`config.mk`:
```
export PLATFORM = sky130hd
export DESIGN_NAME = ipv4_route_lookup
export DESIGN_NICKNAME = d
export VERILOG_FILES = /design/src/rtl/iprl_pkg.sv /design/src/rtl/ipv4_route_lookup.sv /design/src/rtl/iprl_ctrl.sv /design/src/rtl/iprl_datapath.sv
export SDC_FILE = /design/constraint.sdc
export NUM_CORES = 2
export LEC_CHECK = 0
export BUFFER_PORTS_ARGS = -buffer_cell sky130_fd_sc_hd__buf_2
export CORE_UTILIZATION = 25
export DETAILED_ROUTE_END_ITERATION = 12
export GPL_TIMING_DRIVEN = 0
export SKIP_LAST_GASP = 1
export SYNTH_ARGS = -nofsm -noshare
export SYNTH_HDL_FRONTEND = slang
export SYNTH_SLANG_ARGS = --single-unit
export TNS_END_PERCENT = 100
```
`constraint.sdc`:
```
create_clock -name clock -period 15.9 [get_ports clock]
set_input_delay 0.795 -clock clock [delete_from_list [all_inputs] [get_ports clock]]
set_output_delay 0.795 -clock clock [all_outputs]
set_load 0.005 [all_outputs]
```
`src/rtl/iprl_pkg.sv`:
```
// shared types and constants for the ipv4 route lookup block
// no dependencies; imported by the controller, the datapath and the top level
package iprl_pkg;

   localparam int REDIRECT_ENTRIES_DEF = 16;
   localparam int MAX_INTERFACES_DEF   = 4;

   localparam int ADDR_W      = 32;
   localparam int CMD_W       = 2;
   localparam int ENTRY_IDX_W = 4;
   localparam int IFACE_W     = 2;
   localparam int NUM_IF_W    = 3;
   localparam int CSR_IDX_W   = 1;
   localparam int CSR_DATA_W  = 32;
   // slot index widened far enough to compare against table depths up to 511
   localparam int SLOT_EXT_W  = 9;

   localparam logic [ADDR_W-1:0] ALL_ONES_ADDR = '1;

   localparam logic [CSR_IDX_W-1:0] CSR_NUM_IFACES = 1'b0;
   localparam logic [CSR_IDX_W-1:0] CSR_DEFAULT_GW = 1'b1;

   typedef enum logic [CMD_W-1:0] {
      CMD_LOOKUP      = 2'd0,
      CMD_WR_IFACE    = 2'd1,
      CMD_WR_REDIRECT = 2'd2
   } cmd_type;

   typedef enum logic [1:0] {
      LOAD_NONE     = 2'd0,
      LOAD_REDIRECT = 2'd1,
      LOAD_IFACE    = 2'd2,
      LOAD_DEFAULT  = 2'd3
   } load_sel_type;

   // controller to datapath
   typedef struct packed {
      logic         wr_iface;
      logic         wr_redirect;
      logic         start_lookup;
      logic         rdr_advance;
      logic         if_advance;
      load_sel_type load_sel;
   } dp_ctl_type;

   // datapath to controller
   typedef struct packed {
      logic rdr_hit;
      logic rdr_end;
      logic rdr_last;
      logic if_in_range;
      logic if_hit;
      logic if_last;
   } dp_status_type;

endpackage

```
`src/rtl/ipv4_route_lookup.sv`:
```
// top level of the ipv4 next-hop route lookup
// depends on iprl_pkg, iprl_ctrl and iprl_datapath
//
// one command beat is taken on a clock edge with start high and busy low.
// interface and redirect writes finish on that edge, give no result and leave
// busy low. a lookup keeps busy high while it scans redirect slots (up to
// REDIRECT_ENTRIES, ending on a hit or at the first empty slot). without a
// redirect hit it then checks interfaces (at least one, up to the interfaces
// in use). the scan walks each table one entry a cycle, through the one read
// port of that table. the result beat shows on rsp_valid for exactly one
// cycle, the first cycle with busy low again. the receiver has no way to hold
// it, so it must take every beat as it comes. a new command may be issued
// while that beat is shown. no route gives routed 0, iface 0, first hop 0.
// csr writes are meant for idle periods only.
module ipv4_route_lookup
   import iprl_pkg::*;
#(
   parameter int REDIRECT_ENTRIES = REDIRECT_ENTRIES_DEF,
   parameter int MAX_INTERFACES   = MAX_INTERFACES_DEF
)(
   input  logic                   clock,
   input  logic                   reset,
   // command channel
   input  logic                   start,
   output logic                   busy,
   input  logic [CMD_W-1:0]       req_cmd,
   input  logic [ENTRY_IDX_W-1:0] req_entry_index,
   input  logic [ADDR_W-1:0]      req_dest_addr,
   input  logic [ADDR_W-1:0]      req_next_hop_addr,
   input  logic [ADDR_W-1:0]      req_if_addr,
   input  logic [ADDR_W-1:0]      req_if_mask,
   input  logic [ADDR_W-1:0]      req_if_net_bcast,
   input  logic [ADDR_W-1:0]      req_if_bsd_bcast,
   // result channel
   output logic                   rsp_valid,
   output logic                   rsp_routed,
   output logic [IFACE_W-1:0]     rsp_iface,
   output logic [ADDR_W-1:0]      rsp_first_hop,
   // config registers
   input  logic                   csr_wr_en,
   input  logic [CSR_IDX_W-1:0]   csr_index,
   input  logic [CSR_DATA_W-1:0]  csr_wr_data
);

   dp_ctl_type    ctl;
   dp_status_type status;

   // sequencer: decodes the command beat and steps the scans
   iprl_ctrl u_ctrl (
      .clock   (clock),
      .reset   (reset),
      .start   (start),
      .req_cmd (req_cmd),
      .status  (status),
      .ctl     (ctl),
      .busy    (busy)
   );

   // tables, compare logic and result registers
   iprl_datapath #(
      .REDIRECT_ENTRIES (REDIRECT_ENTRIES),
      .MAX_INTERFACES   (MAX_INTERFACES)
   ) u_datapath (
      .clock             (clock),
      .reset             (reset),
      .ctl               (ctl),
      .status            (status),
      .req_entry_index   (req_entry_index),
      .req_dest_addr     (req_dest_addr),
      .req_next_hop_addr (req_next_hop_addr),
      .req_if_addr       (req_if_addr),
      .req_if_mask       (req_if_mask),
      .req_if_net_bcast  (req_if_net_bcast),
      .req_if_bsd_bcast  (req_if_bsd_bcast),
      .csr_wr_en         (csr_wr_en),
      .csr_index         (csr_index),
      .csr_wr_data       (csr_wr_data),
      .rsp_valid         (rsp_valid),
      .rsp_routed        (rsp_routed),
      .rsp_iface         (rsp_iface),
      .rsp_first_hop     (rsp_first_hop)
   );

endmodule

```
`src/rtl/iprl_ctrl.sv`:
```
// sequencer for the route lookup: redirect scan, interface scan, result select
// depends on iprl_pkg
module iprl_ctrl
   import iprl_pkg::*;
(
   input  logic              clock,
   input  logic              reset,
   input  logic              start,
   input  logic [CMD_W-1:0]  req_cmd,
   input  dp_status_type     status,
   output dp_ctl_type        ctl,
   output logic              busy
);

   typedef enum logic [2:0] {
      ST_IDLE = 3'b001,
      ST_RDR  = 3'b010,
      ST_IF   = 3'b100
   } state_type;

   state_type state_ff;
   state_type state_in;

   always_ff @(posedge clock) begin
      if (reset) begin
         state_ff <= ST_IDLE;
      end else begin
         state_ff <= state_in;
      end
   end

   always_comb begin
      state_in         = state_ff;
      ctl.wr_iface     = 1'b0;
      ctl.wr_redirect  = 1'b0;
      ctl.start_lookup = 1'b0;
      ctl.rdr_advance  = 1'b0;
      ctl.if_advance   = 1'b0;
      ctl.load_sel     = LOAD_NONE;
      unique case (state_ff)
         ST_IDLE: begin
            if (start) begin
               unique case (req_cmd)
                  CMD_LOOKUP: begin
                     ctl.start_lookup = 1'b1;
                     state_in         = ST_RDR;
                  end
                  CMD_WR_IFACE: begin
                     ctl.wr_iface = 1'b1;
                  end
                  CMD_WR_REDIRECT: begin
                     ctl.wr_redirect = 1'b1;
                  end
                  default: begin
                  end
               endcase
            end
         end
         ST_RDR: begin
            priority if (status.rdr_hit) begin
               ctl.load_sel = LOAD_REDIRECT;
               state_in     = ST_IDLE;
            end else if (status.rdr_end || status.rdr_last) begin
               state_in = ST_IF;
            end else begin
               ctl.rdr_advance = 1'b1;
            end
         end
         ST_IF: begin
            priority if (!status.if_in_range) begin
               ctl.load_sel = LOAD_DEFAULT;
               state_in     = ST_IDLE;
            end else if (status.if_hit) begin
               ctl.load_sel = LOAD_IFACE;
               state_in     = ST_IDLE;
            end else if (status.if_last) begin
               ctl.load_sel = LOAD_DEFAULT;
               state_in     = ST_IDLE;
            end else begin
               ctl.if_advance = 1'b1;
            end
         end
         default: begin
            state_in = ST_IDLE;
         end
      endcase
   end

   assign busy = (state_ff != ST_IDLE);

endmodule

```
`src/rtl/iprl_datapath.sv`:
```
// tables, config registers, entry compare and result registers of the lookup
// depends on iprl_pkg; driven by iprl_ctrl
module iprl_datapath
   import iprl_pkg::*;
#(
   parameter int REDIRECT_ENTRIES = REDIRECT_ENTRIES_DEF,
   parameter int MAX_INTERFACES   = MAX_INTERFACES_DEF
)(
   input  logic                   clock,
   input  logic                   reset,
   input  dp_ctl_type             ctl,
   output dp_status_type          status,
   input  logic [ENTRY_IDX_W-1:0] req_entry_index,
   input  logic [ADDR_W-1:0]      req_dest_addr,
   input  logic [ADDR_W-1:0]      req_next_hop_addr,
   input  logic [ADDR_W-1:0]      req_if_addr,
   input  logic [ADDR_W-1:0]      req_if_mask,
   input  logic [ADDR_W-1:0]      req_if_net_bcast,
   input  logic [ADDR_W-1:0]      req_if_bsd_bcast,
   input  logic                   csr_wr_en,
   input  logic [CSR_IDX_W-1:0]   csr_index,
   input  logic [CSR_DATA_W-1:0]  csr_wr_data,
   output logic                   rsp_valid,
   output logic                   rsp_routed,
   output logic [IFACE_W-1:0]     rsp_iface,
   output logic [ADDR_W-1:0]      rsp_first_hop
);

   localparam int RDR_IDX_W = (REDIRECT_ENTRIES > 1) ? $clog2(REDIRECT_ENTRIES) : 1;
   localparam int IF_IDX_W  = (MAX_INTERFACES > 1) ? $clog2(MAX_INTERFACES) : 1;
   localparam int IF_CNT_W  = $clog2(MAX_INTERFACES + 1);

   // config registers
   logic [NUM_IF_W-1:0] num_ifaces_ff;
   logic [ADDR_W-1:0]   default_gw_ff;

   always_ff @(posedge clock) begin
      if (reset) begin
         num_ifaces_ff <= '0;
         default_gw_ff <= '0;
      end else if (csr_wr_en) begin
         unique case (csr_index)
            CSR_NUM_IFACES: num_ifaces_ff <= csr_wr_data[NUM_IF_W-1:0];
            CSR_DEFAULT_GW: default_gw_ff <= csr_wr_data[ADDR_W-1:0];
            default: begin
            end
         endcase
      end
   end

   // write slot decode
   logic [SLOT_EXT_W-1:0] slot_ext;
   logic                  rdr_wr;
   logic                  if_wr;
   logic [RDR_IDX_W-1:0]  rdr_wr_idx;
   logic [IF_IDX_W-1:0]   if_wr_idx;

   assign slot_ext   = SLOT_EXT_W'(req_entry_index);
   assign rdr_wr     = ctl.wr_redirect && (slot_ext < SLOT_EXT_W'(REDIRECT_ENTRIES));
   assign if_wr      = ctl.wr_iface && (slot_ext < SLOT_EXT_W'(MAX_INTERFACES));
   assign rdr_wr_idx = slot_ext[RDR_IDX_W-1:0];
   assign if_wr_idx  = slot_ext[IF_IDX_W-1:0];

   // lookup address and scan pointers
   logic [ADDR_W-1:0]    dst_ff;
   logic [RDR_IDX_W-1:0] rdr_ptr_ff;
   logic [RDR_IDX_W-1:0] rdr_ptr_in;
   logic [IF_IDX_W-1:0]  if_ptr_ff;
   logic [IF_IDX_W-1:0]  if_ptr_in;
   logic                 rdr_last;

   assign rdr_last = (rdr_ptr_ff == RDR_IDX_W'(REDIRECT_ENTRIES - 1));

   always_comb begin
      rdr_ptr_in = rdr_ptr_ff;
      if_ptr_in  = if_ptr_ff;
      if (ctl.start_lookup) begin
         rdr_ptr_in = '0;
         if_ptr_in  = '0;
      end else begin
         if (ctl.rdr_advance) begin
            rdr_ptr_in = rdr_last ? '0 : rdr_ptr_ff + 1'b1;
         end
         if (ctl.if_advance) begin
            if_ptr_in = if_ptr_ff + 1'b1;
         end
      end
   end

   always_ff @(posedge clock) begin
      if (reset) begin
         rdr_ptr_ff <= '0;
         if_ptr_ff  <= '0;
      end else begin
         rdr_ptr_ff <= rdr_ptr_in;
         if_ptr_ff  <= if_ptr_in;
      end
   end

   always_ff @(posedge clock) begin
      if (ctl.start_lookup) begin
         dst_ff <= req_dest_addr;
      end
   end

   // redirect table, registered read at the next scan slot
   logic [ADDR_W-1:0]           rdr_dest_mem [REDIRECT_ENTRIES];
   logic [ADDR_W-1:0]           rdr_hop_mem  [REDIRECT_ENTRIES];
   logic [REDIRECT_ENTRIES-1:0] rdr_vld_ff;
   logic [ADDR_W-1:0]           rdr_dest_q;
   logic [ADDR_W-1:0]           rdr_hop_q;
   logic                        rdr_vld_q;

   always_ff @(posedge clock) begin
      if (rdr_wr) begin
         rdr_dest_mem[rdr_wr_idx] <= req_dest_addr;
         rdr_hop_mem[rdr_wr_idx]  <= req_next_hop_addr;
      end
      rdr_dest_q <= rdr_dest_mem[rdr_ptr_in];
      rdr_hop_q  <= rdr_hop_mem[rdr_ptr_in];
   end

   // an unwritten slot reads as a zero destination
   always_ff @(posedge clock) begin
      if (reset) begin
         rdr_vld_ff <= '0;
         rdr_vld_q  <= 1'b0;
      end else begin
         if (rdr_wr) begin
            rdr_vld_ff[rdr_wr_idx] <= 1'b1;
         end
         rdr_vld_q <= rdr_vld_ff[rdr_ptr_in];
      end
   end

   // interface table, registered read
   logic [ADDR_W-1:0] if_addr_mem  [MAX_INTERFACES];
   logic [ADDR_W-1:0] if_mask_mem  [MAX_INTERFACES];
   logic [ADDR_W-1:0] if_net_mem   [MAX_INTERFACES];
   logic [ADDR_W-1:0] if_bsd_mem   [MAX_INTERFACES];
   logic [ADDR_W-1:0] if_addr_q;
   logic [ADDR_W-1:0] if_mask_q;
   logic [ADDR_W-1:0] if_net_q;
   logic [ADDR_W-1:0] if_bsd_q;

   always_ff @(posedge clock) begin
      if (if_wr) begin
         if_addr_mem[if_wr_idx] <= req_if_addr;
         if_mask_mem[if_wr_idx] <= req_if_mask;
         if_net_mem[if_wr_idx]  <= req_if_net_bcast;
         if_bsd_mem[if_wr_idx]  <= req_if_bsd_bcast;
      end
      if_addr_q <= if_addr_mem[if_ptr_in];
      if_mask_q <= if_mask_mem[if_ptr_in];
      if_net_q  <= if_net_mem[if_ptr_in];
      if_bsd_q  <= if_bsd_mem[if_ptr_in];
   end

   // entry compare
   logic [IF_CNT_W-1:0] if_used;
   logic [IF_CNT_W-1:0] if_ptr_ext;
   logic                rdr_zero;

   always_comb begin
      if (32'(num_ifaces_ff) > MAX_INTERFACES) begin
         if_used = IF_CNT_W'(MAX_INTERFACES);
      end else begin
         if_used = IF_CNT_W'(num_ifaces_ff);
      end
   end

   assign if_ptr_ext = IF_CNT_W'(if_ptr_ff);
   assign rdr_zero   = !rdr_vld_q || (rdr_dest_q == '0);

   assign status.rdr_hit     = !rdr_zero && (rdr_dest_q == dst_ff);
   assign status.rdr_end     = rdr_zero;
   assign status.rdr_last    = rdr_last;
   assign status.if_in_range = (if_ptr_ext < if_used);
   assign status.if_hit      = ((if_addr_q & if_mask_q) == (dst_ff & if_mask_q))
                             || (dst_ff == if_net_q)
                             || (dst_ff == if_bsd_q)
                             || (dst_ff == ALL_ONES_ADDR);
   assign status.if_last     = ((if_ptr_ext + 1'b1) == if_used);

   // result registers
   logic               rsp_valid_ff;
   logic               rsp_routed_ff;
   logic [IFACE_W-1:0] rsp_iface_ff;
   logic [ADDR_W-1:0]  rsp_hop_ff;

   always_ff @(posedge clock) begin
      if (reset) begin
         rsp_valid_ff <= 1'b0;
      end else begin
         rsp_valid_ff <= (ctl.load_sel != LOAD_NONE);
      end
   end

   always_ff @(posedge clock) begin
      unique case (ctl.load_sel)
         LOAD_REDIRECT: begin
            rsp_routed_ff <= 1'b1;
            rsp_iface_ff  <= '0;
            rsp_hop_ff    <= rdr_hop_q;
         end
         LOAD_IFACE: begin
            rsp_routed_ff <= 1'b1;
            rsp_iface_ff  <= IFACE_W'(if_ptr_ff);
            rsp_hop_ff    <= dst_ff;
         end
         LOAD_DEFAULT: begin
            rsp_routed_ff <= (default_gw_ff != '0);
            rsp_iface_ff  <= '0;
            rsp_hop_ff    <= default_gw_ff;
         end
         default: begin
         end
      endcase
   end

   assign rsp_valid     = rsp_valid_ff;
   assign rsp_routed    = rsp_routed_ff;
   assign rsp_iface     = rsp_iface_ff;
   assign rsp_first_hop = rsp_hop_ff;

endmodule
```
==> reports/metrics.csv <==
stage,metric,value,unit
logic_synthesis,#FFs+latches synth,1857,
layout,share of layout cells above drive strength 1,16.3,%
timing,setup TNS,0,ps
global_route,global-route wire length before repair,291,mm
routing,Final ANT Viol Nets,0,
flow_run,max_cap viols,0,
routing,Via density,4.56,
power,total chip power,9.95,mW
routing,routed wire length,209,mm
layout,# fillers,27300,
timing,final setup vio count,0,
layout,area growth from synthesis to layout,19.1,%
logic_synthesis,Syn Inst Count,4351,
timing,slew margin rel.,19.2,%
global_route,largest net degree at the start of global routing,36,
logic_synthesis,Mapped Area,69700,sq um
worst_setup_path,instance count on the critical path,12,
clock_tree,postcts setup bufs,0,
worst_setup_path,Critical Path End,u_datapath.rsp_first_hop[17],
timing,Hold WS,184,ps
worst_setup_path,crit start category,register,
clock_tree,Worst-path clk slew,60,ps
global_route,vias in the first global route,39300,
timing,Worst Skew,86.4,ps
status,run status,completed,
layout,"commonest cells after routing, fill and taps aside","edfxtp_1, nand2_1, mux2i_1",
logic_synthesis,post-synthesis sequential area ratio,76.3,%
logic_synthesis,Synth Area in Compound Gates,5.85,%
clock_tree,Root Buffer,clkbuf_16,
logic_synthesis,Async SR Flop Fraction,0,%
logic_synthesis,ys flop type,edfxtp_1,
clock_tree,CTS buffer count,178,
min_path,Hold Path Class,input port to register,
power,P per Cell Area,120,nW/um^2
global_route,total grt overflow,0,
clock_tree,Max clock buf depth,4,
floorplan,core footprint,277000,sq um
routing,DR iter-0 viols,4120,
routing,DR pass1 iterations,6,
timing,Final Cycle Share,36.3,%
clock_tree,clock latency on the worst-skew pair,840,ps
floorplan,Ports,272,
logic_synthesis,Synth Area in Simple Gates,5.90,%
logic_synthesis,syn nets,4590,
worst_setup_path,"Data required, critical path",16480,ps
place,GPL Wtd Cong,0.878,
routing,DRC,0,
worst_setup_path,reg2reg path depth,12,
worst_setup_path,worst reg-to-reg setup slack,10120,ps
worst_setup_path,Critical R2R Launch,u_datapath.dst_ff[14],
global_route,gr usage total,14.4,%
timing,RSZ-0062 raised after global routing,false,
floorplan,chip height,530,um
worst_setup_path,crit end category,register,
power,Lkg Pwr,27.2,nW
power,maximum VDD drop,0.0000779,V
clock_tree,CTS resizes,0,
logic_synthesis,"EDFF count, synth",1603,
clock_tree,CTS H-tree depth,4,
global_route,initial antenna violation count,122,
timing,Peak Freq,0.173,GHz
routing,Vias,39900,
logic_synthesis,main combinational cell family by area after synthesis,multiplexers,
worst_setup_path,Critical Path Slowest Stage Cell,a31oi_1,
floorplan,Die Width,530,um
worst_setup_path,"critical path fanouts, max",22,
worst_setup_path,CP Data Arrival Time,6360,ps
worst_setup_path,worst path cell trace,"buf_2, xor2_1, a22oi_1, nand4_1, nor4_2, nor3_1, nand2b_1, a21oi_1, a31oi_1, clkbuf_1, nand2_2, buf_16",
timing,Worst-Margin Slew,1210,ps
floorplan,row count,193,
floorplan,die area,281000,sq um
logic_synthesis,Post-Syn Area per Cell,16.0,sq um
worst_setup_path,largest stage delay on the critical path,1010,ps
timing,Max Slew Vio Count,0,
worst_setup_path,Crit. Startpoint,u_datapath.dst_ff[14],
worst_setup_path,family with the most delay on the worst path,simple AND/OR/NAND/NOR gates,
layout,"most common cell after layout, fill and taps aside",edfxtp_1,
worst_setup_path,Buffers & Inverters on Critical Path,3,
timing,"Hold Vio Cnt, Final",0,
place,HPWL after DPL,149,mm
floorplan,Initial Util,25.2,%
place,port bufs,270,
clock_tree,clk sinks,1857,
routing,WL/cell,23.9,um
worst_setup_path,"Worst Path Class, Setup",register to register,
logic_synthesis,multiplexer share of the synthesized area,8.44,%
logic_synthesis,post-synthesis adder-cell area fraction,0.0718,%
timing,crit path time final,5780,ps
logic_synthesis,XOR/XNOR Fraction of Synth Area,1.63,%
logic_synthesis,total of warnings raised by yosys,0,
logic_synthesis,Synth cell types,61,
layout,Layout Nets,5103,
clock_tree,CTS Hold Bufs,0,
clock_tree,TritonCTS clock tree,done,
worst_setup_path,R2R Path End,u_datapath.rsp_first_hop[17],
==> where the power goes <==
| group | internal (mW) | total [mW] | leakage, nW | switching, mW |
|---|---|---|---|---|
| registers | 5.35 | 5.38 | 16.5 | 0.0253 |
| clock network | 2.38 | 4.19 | 2.77 | 1.81 |
| logic | 0.110 | 0.383 | 7.89 | 0.273 |
| total | 7.85 | 9.95 | 27.2 | 2.11 |
==> state kept, by name, indices dropped and copies added, names as in the netlist, 128 cells and up <==
| register | flops |
|---|---|
| u_datapath.if_mask_mem | 128 |
| u_datapath.if_bsd_mem | 128 |
| u_datapath.rdr_dest_mem | 512 |
| u_datapath.if_addr_mem | 128 |
| u_datapath.if_net_mem | 128 |
| u_datapath.rdr_hop_mem | 512 |
==> stage by stage <==
stage / instances / cell area (sq um) / setup slack (ps) / util (%)
after detailed placement: 8389 / 77300 / 9890 / 27.9
after global routing: 8734 / 83000 / 9820 / 30.0
after global placement: 8326 / 75700 / 3290 / 27.3
after CTS: 8710 / 83000 / 9900 / 30.0
final: 8746 / 83100 / 10120 / 30.0
after floorplan: 4351 / 69700 / 8810 / -
==> worst register-to-register path, stage by stage, from the launching register on <==
cell      delay [ps]
edfxtp_1         310
buf_2            470
xor2_1           220
a22oi_1          290
nand4_1          140
nor4_2           680
nor3_1           270
nand2b_1         140
a21oi_1          330
a31oi_1         1010
clkbuf_1         670
nand2_2          600
buf_16           350
==> metal layers <==
| metal | routed length (um) | global-route usage [%] |
|---|---|---|
| met2 | 101000 | 24.3 |
| met1 | 79600 | 16.8 |
| met3 | 15100 | 3.29 |
| met5 | 445 | 0 |
| met4 | 12900 | 8.22 |
==> synthesized netlist by cell type, types with 3 or more instances <==
cell	n	area, sq um
a211o_1	63	552
a21oi_1	43	215
a22o_1	32	280
a22oi_1	16	120
a311oi_1	63	552
a31o_2	32	280
a31oi_1	127	795
a32o_1	63	631
and2_1	11	68.8
and3_1	65	407
buf_1	9	33.8
buf_2	132	661
buf_4	4	30.0
buf_6	8	90.1
clkbuf_1	108	405
dfxtp_1	254	5080
edfxtp_1	1603	48100
ha_1	4	50.1
inv_1	6	22.5
mux2_2	3	33.8
mux2i_1	582	5830
nand2_1	738	2770
nand2b_1	5	31.3
nand3_1	10	50.1
nand4_1	28	175
nor2_1	57	214
nor2b_1	6	37.5
nor3_1	3	15.0
nor4_1	43	269
o2111ai_1	3	26.3
o21ba_2	6	60.1
o22ai_1	63	394
xor2_1	129	1130
==> how the worst min path moves through the flow <==
stage                                  end                startpoint  slack, ps  cells past startpoint
2_1_floorplan     u_datapath.rdr_vld_ff[0]  u_datapath.rdr_vld_ff[0]        430                      2
3_3_place_gp      u_datapath.rdr_vld_ff[4]  u_datapath.rdr_vld_ff[4]        450                      2
3_5_place_dp      u_datapath.rdr_vld_ff[3]  u_datapath.rdr_vld_ff[3]        460                      2
4_1_cts        u_datapath.if_net_mem[2][7]       req_if_net_bcast[7]        140                      1
5_1_grt        u_datapath.if_net_mem[3][3]       req_if_net_bcast[3]        160                      1
6_report       u_datapath.if_net_mem[1][1]       req_if_net_bcast[1]        180                      1
==> logic make-up (layout without fill, tap and decap cells) <==
group | after synthesis | count (layout)
DFF | 1857 | 1857
muxes | 587 | 587
other | 0 | 36
AOI/OAI and AO/OA | 530 | 530
adders and majority gates | 4 | 4
xor gates and xnor gates | 130 | 130
and+or+nand+nor | 976 | 976
buffers and inverters | 267 | 921
==> layout make-up <==
type / count / area [sq um] / area share [%]
Antenna cell: 36 / 90.1 / 0.108
Buffer: 261 / 1220 / 1.47
Clock buffer: 215 / 4690 / 5.64
Clock inverter: 106 / 1030 / 1.24
Inverter: 6 / 22.5 / 0.0271
Multi-Input combinational cell: 2227 / 15500 / 18.6
Sequential cell: 1857 / 53200 / 64.1
Tap cell: 3705 / 4640 / 5.58
Timing Repair Buffer: 333 / 2710 / 3.26
No activity file was read; power rests on OpenSTA's default activity.
